[src/sv/bbl_pkg.sv]
// Shared constants, types and record layout for the 3x3 box blur.
package bbl_pkg;

	localparam int FRAME_WIDTH  = 256;
	localparam int FRAME_HEIGHT = 256;

	localparam int XW = $clog2(FRAME_WIDTH);
	localparam int YW = $clog2(FRAME_HEIGHT);

	// Record queue between front and back
	localparam int QDEPTH = 8;
	localparam int QAW    = $clog2(QDEPTH);

	// Divide by nine: multiply by a rounded-up reciprocal and shift
	localparam int DIV_SH  = 16;
	localparam int DIV_MUL = (2 ** DIV_SH + 8) / 9;

	// Result kinds, in emission order
	localparam int RES_INNER  = 0;
	localparam int RES_RIM    = 1;
	localparam int RES_BOTTOM = 2;
	localparam int RES_N      = 3;

	typedef logic [23:0]   pix_t;
	typedef logic [XW-1:0] xcnt_t;
	typedef logic [YW-1:0] ycnt_t;
	typedef logic [QAW:0]  qlvl_t;

	localparam xcnt_t X_LAST = xcnt_t'(FRAME_WIDTH - 1);
	localparam ycnt_t Y_LAST = ycnt_t'(FRAME_HEIGHT - 1);

	typedef struct packed {
		logic [RES_N-1:0] kinds;
		logic [7:0]       x;
		logic [7:0]       y;
		pix_t             inner_pix;
		pix_t             rim_pix;
		pix_t             cur_pix;
	} rec_t;

endpackage

[src/sv/bbl_fifo.sv]
// Record queue between the front and back ends.
module bbl_fifo (
	input  logic           clk,
	input  logic           arst_n,
	input  logic           push,
	input  bbl_pkg::rec_t  push_rec,
	input  logic           pop,
	output bbl_pkg::rec_t  head,
	output logic           not_empty,
	output bbl_pkg::qlvl_t level
);
	import bbl_pkg::*;

	rec_t           mem_q [QDEPTH];
	logic [QAW-1:0] wr_q;
	logic [QAW-1:0] rd_q;
	qlvl_t          cnt_q;

	always_ff @(posedge clk or negedge arst_n) begin
		if (!arst_n) begin
			wr_q  <= '0;
			rd_q  <= '0;
			cnt_q <= '0;
		end else begin
			if (push) wr_q <= wr_q + 1'b1;
			if (pop)  rd_q <= rd_q + 1'b1;
			unique case ({push, pop})
				2'b10:   cnt_q <= cnt_q + 1'b1;
				2'b01:   cnt_q <= cnt_q - 1'b1;
				default: cnt_q <= cnt_q;
			endcase
		end
	end

	always_ff @(posedge clk) begin
		if (push) mem_q[wr_q] <= push_rec;
	end

	assign head      = mem_q[rd_q];
	assign not_empty = cnt_q != '0;
	assign level     = cnt_q;

`ifndef SYNTHESIS
	a_no_overflow: assert property (@(posedge clk) disable iff (!arst_n)
		push |-> (cnt_q != qlvl_t'(QDEPTH)))
		else $error("record queue overflow");
	a_no_underflow: assert property (@(posedge clk) disable iff (!arst_n)
		pop |-> not_empty)
		else $error("record queue underflow");
`endif

endmodule

[config.mk]
export PLATFORM = sky130hd
export DESIGN_NAME = bbl_fifo
export DESIGN_NICKNAME = d
export VERILOG_FILES = /design/src/sv/bbl_pkg.sv /design/src/sv/bbl_fifo.sv
export SDC_FILE = /design/constraint.sdc
export NUM_CORES = 1
export LEC_CHECK = 0
export BUFFER_PORTS_ARGS = -buffer_cell sky130_fd_sc_hd__buf_2
export CELL_PAD_IN_SITES_DETAIL_PLACEMENT = 0
export CELL_PAD_IN_SITES_GLOBAL_PLACEMENT = 1
export CORE_MARGIN = 2
export CORE_UTILIZATION = 40
export CTS_CLUSTER_SIZE = 20
export DETAILED_ROUTE_END_ITERATION = 8
export PLACE_DENSITY_LB_ADDON = 0.1
export SLEW_MARGIN = 20
export SYNTH_ARGS = -nofsm -noshare
export SYNTH_HDL_FRONTEND = slang
export SYNTH_SLANG_ARGS = --single-unit
[constraint.sdc]
create_clock -name clk -period 8.1 [get_ports clk]
set_input_delay 1.62 -clock clk [delete_from_list [all_inputs] [get_ports clk]]
set_output_delay 1.62 -clock clk [all_outputs]
set_load 0.02 [all_outputs]
==> results.md <==
- Final hold violation count: 0
- Max frequency: 0.2125 GHz
- CP Buf/Inv Count: 2
- Worst path slowest cell: buf_4
- Rows: 96
- First-pass GRT wire length: 86,880 um
- Core Footprint: 0.06883 mm^2
- Delay-heaviest family, CP: buffers and inverters
- Met2 WL: 29,620 um
- Die area: 0.07183 mm^2
- Vias in the first global route: 12.88k
- Wirelength per Cell: 25.47 um
- Worst min path class: flop to flop
- Sum Neg Setup Slack: 0 ps
- Post-DP HPWL: 31,490 um
- # setup viols final: 0
- CTS tree: built
- Global route total overflow: 0
- Routed WL: 59,590 um
- Crit path kind: flop to output pin
- Fin cells: 2,340
- Average size of a mapped cell: 25.23 um^2
- Clock sink count: 738
- H-tree depth: 3
- Most frequent cells in the layout: 728 x edfxtp_1, 190 x buf_2, 182 x mux4_2
- Total CTS buffers: 79
- Post-CTS Setup Inserts: 0
- Die W: 268.0 um
- Initial Util: 40.51%
- CTS resizes: 0
- Post-cts hold buffer count: 0
- CTS root buf: clkbuf_16
- RSZ-0062 raised after global routing: no
- Most common cell after layout, fill and taps aside: edfxtp_1
- Critical path launch point type: flop
- Synth warn: 0
- Netlist cell types: 22
- Peak VDD IR: 0.3157 mV
- CP required: 6480 ps
- Least-Margin Pin Slew: 1035 ps
- Worst-path cell chain: buf_4 > mux4_2 > mux2_2 > buf_2
- Vert. Die Dim: 268.0 um
- Clock skew: 17.19 ps
- Met3 WL: 2881 um
- # DRC: 0
- Port bufs: 190
- Worst slew margin: 30.99%
- Final min period: 4706 ps
- Period utilization: 58.10%
- Sequential fraction of the synthesis area: 79.31%
- Critical path arrival: 3090 ps
- Clk slew on worst S/H paths: 60 ps
- Longest Clk Path Bufs: 3
- Total of max-cap violations: 0
- Power per Cell Area: 377.4 mW/mm^2
- P_leak: 10.49 nW
- TritonRoute pass-1 iters: 5
- CP Capture Type: output pin
- CP Max Fanout: 62
- GPL Wtd Cong: 0.6907
- Vias: 12.13k
- I/O Pins: 191
- Fin. max-slew vios: 0
- Post-synthesis cell area: 0.02788 mm^2
- Top routing layer used: met5
- Largest net degree at the start of global routing: 103
- Wl on met1: 26,030 um
- GRT Util Overall: 16.83%
- Status: complete, no violations
- Syn Nets: 1,205
- Iteration-0 DRC Markers: 873
- Share of cells above drive strength 1: 43.25%
- Post-synthesis register bit count: 738
- Vias per cell: 5.184
- Nets: 1,450
- Skew-Pair Late Insertion Delay: 620 ps
- Cells after DPL: 2,199
- Area Overhead vs Synth: 16.40%
- CP peak stage delay: 830 ps
- DRT antenna net count: 0
- Initial antenna violation count: 9
- Cells after synthesis: 1,105
path summary, 6_finish.rpt:
check                          from            to  slack, ps  cells past startpoint
max in group asynchronous    arst_n       rd_q[2]       6910                      1
setup reg to reg            wr_q[2]  mem_q[3][41]       5440                      3
hold / removal             level[3]      level[3]        490                      1
hold reg to reg            level[3]      level[3]        490                      1
min in group asynchronous    arst_n      level[3]        910                      1
setup / recovery            rd_q[1]      head[79]       3390                      4
per-layer routing:
layer  track usage [%]  vias up
li1                  -     5244
met1             23.00     6544
met2             27.69      244
met3             3.473       85
met4             4.469       14
met5                 0        -
final cells by class:
class | count | area [um^2]
repair buffers | 215 | 1196
clock buffers | 94 | 2033
fillers | 5704 | 36370
inverters | 1 | 3.754
clock inverters | 45 | 434.2
diodes | 1 | 2.502
flip-flops and latches | 738 | 22120
multi-input cells | 315 | 5494
well taps | 931 | 1165
kinds of logic (layout without fill, tap and decap cells):
family	Yosys count	in the layout	share of synthesized area, %
AOI/OAI and AO/OA	4	4	0.08978
xor gates and xnor gates	9	9	0.2828
adders and majority gates	5	5	0.2244
buffers and inverters	52	355	1.225
DFF	738	738	79.31
muxes	276	276	18.50
other	0	1	0
and+or+nand+nor	21	21	0.3681
power by group:
| part | total, mW | switching (mW) | internal [mW] |
|---|---|---|---|
| Sequential | 5.01 | 0.214 | 4.80 |
| Combinational | 3.78 | 2.13 | 1.65 |
| Clock | 3.46 | 1.44 | 2.02 |
| Total | 12.2 | 3.78 | 8.46 |
sequential cells by signal, summed over array words and instances (netlist names):
| register | count |
|---|---|
| level | 4 |
| wr_q | 3 |
| mem_q | 728 |
| rd_q | 3 |
cell usage after synthesis:
cell | instances | area share, %
buf_2 | 3 | 0.054
xor2_1 | 6 | 0.19
buf_6 | 19 | 0.77
nor2_1 | 7 | 0.094
or4_1 | 1 | 0.027
buf_1 | 15 | 0.20
o32ai_1 | 1 | 0.031
dfrtp_1 | 10 | 0.90
mux2_2 | 94 | 3.8
inv_1 | 1 | 0.013
mux4_2 | 182 | 15
nor2b_1 | 3 | 0.067
a21oi_1 | 2 | 0.036
nand2b_1 | 3 | 0.067
xnor2_1 | 3 | 0.094
or3_1 | 1 | 0.022
nand2_1 | 4 | 0.054
ha_1 | 5 | 0.22
clkbuf_1 | 14 | 0.19
nor3_1 | 2 | 0.036
edfxtp_1 | 728 | 78
a31oi_1 | 1 | 0.022
per-stage QoR:
stage | hold WS, ps | util, % | worst slack (ps) | instance area (um^2) | total power, mW
final | 485.8 | 47.15 | 3394 | 32450 | 12.25
after global routing | 528.7 | 47.15 | 3253 | 32450 | 12.83
after CTS | 484.0 | 47.11 | 3306 | 32420 | 12.50
after detailed placement | 465.0 | 43.52 | 3886 | 29950 | 9.005
after global placement | 466.0 | 43.52 | 3960 | 29950 | 8.986
after floorplan | 478.6 | - | 2028 | 27890 | 7.801
Power figures use the tool's default switching activity.
