$ cat config.mk
export PLATFORM = sky130hd
export DESIGN_NAME = bbl_back
export DESIGN_NICKNAME = d
export VERILOG_FILES = /design/src/sv/bbl_pkg.sv /design/src/sv/bbl_back.sv
export SDC_FILE = /design/constraint.sdc
export NUM_CORES = 1
export LEC_CHECK = 0
export BUFFER_PORTS_ARGS = -buffer_cell sky130_fd_sc_hd__buf_2
export CELL_PAD_IN_SITES_DETAIL_PLACEMENT = 1
export CELL_PAD_IN_SITES_GLOBAL_PLACEMENT = 1
export CORE_MARGIN = 1.5
export CORE_UTILIZATION = 33
export DETAILED_ROUTE_END_ITERATION = 16
export PLACE_DENSITY = 0.95
export SYNTH_ARGS = -nofsm -noshare
export SYNTH_HDL_FRONTEND = slang
export SYNTH_SLANG_ARGS = --single-unit
export TNS_END_PERCENT = 30
$ cat constraint.sdc
create_clock -name clk -period 4.8 [get_ports clk]
set_clock_uncertainty 0.05 [all_clocks]
set_input_delay 0.24 -clock clk [delete_from_list [all_inputs] [get_ports clk]]
set_output_delay 0.24 -clock clk [all_outputs]
set_load 0.02 [all_outputs]
$ cat src/sv/bbl_pkg.sv
// Shared constants, types and record layout for the 3x3 box blur.
package bbl_pkg;

	localparam int FRAME_WIDTH  = 256;
	localparam int FRAME_HEIGHT = 256;

	localparam int XW = $clog2(FRAME_WIDTH);
	localparam int YW = $clog2(FRAME_HEIGHT);

	// Record queue between front and back
	localparam int QDEPTH = 8;
	localparam int QAW    = $clog2(QDEPTH);

	// Divide by nine: multiply by a rounded-up reciprocal and shift
	localparam int DIV_SH  = 16;
	localparam int DIV_MUL = (2 ** DIV_SH + 8) / 9;

	// Result kinds, in emission order
	localparam int RES_INNER  = 0;
	localparam int RES_RIM    = 1;
	localparam int RES_BOTTOM = 2;
	localparam int RES_N      = 3;

	typedef logic [23:0]   pix_t;
	typedef logic [XW-1:0] xcnt_t;
	typedef logic [YW-1:0] ycnt_t;
	typedef logic [QAW:0]  qlvl_t;

	localparam xcnt_t X_LAST = xcnt_t'(FRAME_WIDTH - 1);
	localparam ycnt_t Y_LAST = ycnt_t'(FRAME_HEIGHT - 1);

	typedef struct packed {
		logic [RES_N-1:0] kinds;
		logic [7:0]       x;
		logic [7:0]       y;
		pix_t             inner_pix;
		pix_t             rim_pix;
		pix_t             cur_pix;
	} rec_t;

endpackage

$ cat src/sv/bbl_back.sv
// Back end: splits each record into its results and drives the output register.
module bbl_back (
	input  logic          clk,
	input  logic          arst_n,
	input  bbl_pkg::rec_t head,
	input  logic          not_empty,
	output logic          pop,
	output logic          out_valid,
	input  logic          out_stall,
	output logic [7:0]    out_x,
	output logic [7:0]    out_y,
	output logic [7:0]    out_red,
	output logic [7:0]    out_green,
	output logic [7:0]    out_blue,
	output logic          last_of_run
);
	import bbl_pkg::*;

	logic [RES_N-1:0] done_q;
	logic [RES_N-1:0] rem;
	logic [RES_N-1:0] pick;
	logic             last;
	logic             load;
	logic             out_valid_q;
	logic [7:0]       nx;
	logic [7:0]       ny;
	pix_t             npix;
	logic [7:0]       x_q;
	logic [7:0]       y_q;
	pix_t             pix_q;
	logic             last_q;

	assign rem  = head.kinds & ~done_q;
	assign load = not_empty && (!out_valid_q || !out_stall);

	always_comb begin
		pick = '0;
		nx   = head.x;
		ny   = head.y;
		npix = head.cur_pix;
		priority if (rem[RES_INNER]) begin
			pick[RES_INNER] = 1'b1;
			nx   = head.x - 8'd1;
			ny   = head.y - 8'd1;
			npix = head.inner_pix;
		end else if (rem[RES_RIM]) begin
			pick[RES_RIM] = 1'b1;
			ny   = head.y - 8'd1;
			npix = head.rim_pix;
		end else begin
			pick[RES_BOTTOM] = 1'b1;
		end
	end

	assign last = (rem & ~pick) == '0;
	assign pop  = load && last;

	always_ff @(posedge clk or negedge arst_n) begin
		if (!arst_n) begin
			done_q      <= '0;
			out_valid_q <= 1'b0;
		end else begin
			if (load) done_q <= last ? '0 : (done_q | pick);
			if (load)            out_valid_q <= 1'b1;
			else if (!out_stall) out_valid_q <= 1'b0;
		end
	end

	always_ff @(posedge clk) begin
		if (load) begin
			x_q    <= nx;
			y_q    <= ny;
			pix_q  <= npix;
			last_q <= last;
		end
	end

	assign out_valid   = out_valid_q;
	assign out_x       = x_q;
	assign out_y       = y_q;
	assign out_red     = pix_q[23:16];
	assign out_green   = pix_q[15:8];
	assign out_blue    = pix_q[7:0];
	assign last_of_run = last_q;

`ifndef SYNTHESIS
	a_pick_pending: assert property (@(posedge clk) disable iff (!arst_n)
		load |-> ((pick & rem) == pick) && $onehot(pick))
		else $error("emitted a result kind not pending in the record");
`endif

endmodule

==> summary.txt <==
Outcome
  – Run status: finished clean

Drt
  – Routed WL: slightly below 7000 um
  – DR vias/cell: just under 5
  – WL/cell: around 16 um
  – Initial drt markers: 49
  – Post-detailed-route count of antenna-violating nets: 0
  – Total number of vias: around 2100
  – Initial DRT Pass Iterations: 4
  – DRC Markers: 0

STA
  – Final setup TNS: 0 ns
  – Final setup violation count: 0
  – Worst Max-Slew Pin Slew: 1.179 ns
  – Final critical-path share of the clock period: 0.5098
  – Hold_ws: just under 0.1 ns
  – Max Fclk: a little over 0.4 GHz
  – Final Worst Setup Slack: 2.353 ns
  – Worst slew margin: 0.2140
  – Slew Viols, Final: 0
  – RSZ-0062 raised after global routing: no
  – Post-route minimum period: ~2.4 ns
  – Hold Vio Cnt, Final: 0

Synthesis
  – Top-area cell type share of the netlist area: 0.5410
  – Post-synth EDFFs: a little over 40
  – Cell taking the most area after synthesis: edfxtp_1
  – Sequential area share after synthesis: 0.5849
  – Dominant cell by count in the synthesized netlist: nand2_1
  – Ranking of synthesized cells by area: edfxtp_1 54%, nand2_1 8.4%, a31oi_1 6.6%
  – Mux cell area share after synthesis: 0
  – Area share of fa/ha/maj cells after synthesis: 0.01100
  – Mapped Area: about 2300 um^2
  – Compound-cell area share of the yosys netlist: 0.1204
  – Synth Area in Simple Gates: 0.1886
  – Yosys Warn Count: 0
  – Synth cell count leaders: 51 x nand2_1, 41 x edfxtp_1, 29 x nor2_1
  – Synth cell types: 33
  – Syn_nets: roughly 310
  – Synth Area in XOR/XNOR: 0.05388
  – Mean Syn Cell Area: between 10 and 15 um^2
  – Main combinational cell family by area after synthesis: simple AND/OR/NAND/NOR gates
  – Syn Inst Count: 217
  – Synthesis-stage register bit count: 45
  – Top FF cell, synth: edfxtp_1
  – Fraction of registers with async set/reset: 0.08889

GRT
  – Largest net degree at the start of global routing: between 60 and 70
  – Initial antenna violation count: 0
  – First-pass GRT wire length: roughly 10000 um
  – Vias in the first global route: between 2000 and 2500
  – Gr usage total: 0.1802
  – GR Overflow Total: 0

Setup path
  – Top delay family on crit path: simple AND/OR/NAND/NOR gates
  – Startpoint Class: flip-flop
  – Buffers & Inverters on Critical Path: 1
  – CP Class: flip-flop to output pin
  – Worst-path cell with the longest stage delay: nand2b_2
  – Max incr delay on CP: about 0.74 ns
  – Critical path cell sequence: nand2b_2 > a21oi_1 > nor3b_1 > buf_2
  – CP arrival: about 2.2 ns
  – Crit Path Max Fanout: 61
  – CP endpoint kind: output pin
  – Req. time, crit path: 4.51 ns

Power
  – Power Density: approximately 310 nW/um^2
  – Final Power: slightly below 1 mW
  – P_leak: around 1.4 nW
  – Max VDD drop: about 120 uV

Run
  – # Max-Cap Violations: 0

Floorplanning
  – Die outline width: ~86 um
  – Die height: around 86 um
  – Std cell rows: 30
  – # IOs: approximately 140
  – Initial core utilization: 0.3387
  – Total Die Area: 7404 um^2
  – Core area: approximately 6700 um^2

Hold path
  – Hold Crit Class: input pin to flip-flop

Finish
  – # nets final: between 400 and 500
  – Non-Filler Instances: approximately 430
  – Antenna cell count: 0
  – Fin area: 3123 um^2
  – Area growth syn-to-layout: 37.22%
  – Layout cells sized above 1: 0.4432
  – Post-layout util: 0.4648

Clock tree
  – Clk sink count: 45
  – TritonCTS buffer count: 5
  – Clk root buf: clkbuf_8
  – Reg clk slew, reported paths: ~0.08 ns
  – Htree depth: 2
  – Clock latency on the worst-skew pair: roughly 0.28 ns
  – Max clock buf depth: 2
  – CTS tree: done
  – Post-CTS Resized: 0

Placement
  – Placed standard-cell area: a little over 3000 um^2
  – Port buffer count: approximately 140
  – Placed cells: around 420
  – Detail Placement HPWL: about 5200 um
  – Routability Congestion: ~0.74
  – Pre-CTS setup slack: around 2.6 ns
==> registers in the layout, summed over array words and instances, names as in the netlist <==
register,flops
out_valid,1
done_q,3
last_of_run,1
out_x,8
out_y,8
pix_q,24
==> where the power goes <==
group | total (mW) | internal, mW | switching [mW]
Combinational | 0.253 | 0.0939 | 0.159
Sequential | 0.488 | 0.477 | 0.0108
Clock | 0.231 | 0.103 | 0.128
==> layout make-up <==
| class | instances | area (um^2) |
|---|---|---|
| clock inverter | 1 | 7.507 |
| sequential | 45 | 1331 |
| fill | 822 | 3596 |
| clock buffer | 7 | 76.32 |
| tap | 80 | 100.1 |
| timing repair buffer | 141 | 718.2 |
| multi-input combinational | 152 | 867.1 |
| inverter | 6 | 22.52 |
==> cell families (layout without fill, tap and decap cells) <==
group                    after synthesis  count (layout)
adder cells (fa/ha/maj)                2               2
AO/OA/AOI/OAI                         40              40
buffers and inverters                 20             155
flip-flops                            45              45
AND/OR/NAND/NOR                       96              96
XOR/XNOR                              14              14
==> layer usage <==
layer | share of wire | track usage
met5 | 0 | 0
met3 | 0.067 | 0.04139
met1 | 0.38 | 0.1971
met4 | 0.027 | 0.06891
met2 | 0.52 | 0.3364
==> final timing paths <==
check	start	endpoint	slack [ns]	depth (start not counted)
max in group asynchronous	arst_n	done_q[0]	4.32	2
worst max register to register	done_q[0]	out_y[3]	2.67	3
worst max-delay path	done_q[0]	pop	2.35	4
min in group asynchronous	arst_n	out_valid	0.26	2
worst min-delay path	not_empty	out_valid	0.1	2
worst min register to register	done_q[2]	done_q[2]	0.45	1
==> cell usage in the layout, fill, tap and decap left out, drive strengths merged, types with 3 or more instances in the layout <==
| master | count |
|---|---|
| buf | 140 |
| nand2 | 51 |
| edfxtp | 41 |
| nor2 | 29 |
| a31oi | 24 |
| xnor2 | 8 |
| clkbuf | 7 |
| inv | 6 |
| xor2 | 6 |
| o21ai | 5 |
| dfrtp | 4 |
| nor3 | 4 |
| nand2b | 3 |
==> timing repair <==
item                      4_1_cts  5_1_grt
hold endpoints to repair        4        0
hold buffers                    1        0
setup buffers                   0        0
Power figures use the tool's default switching activity.
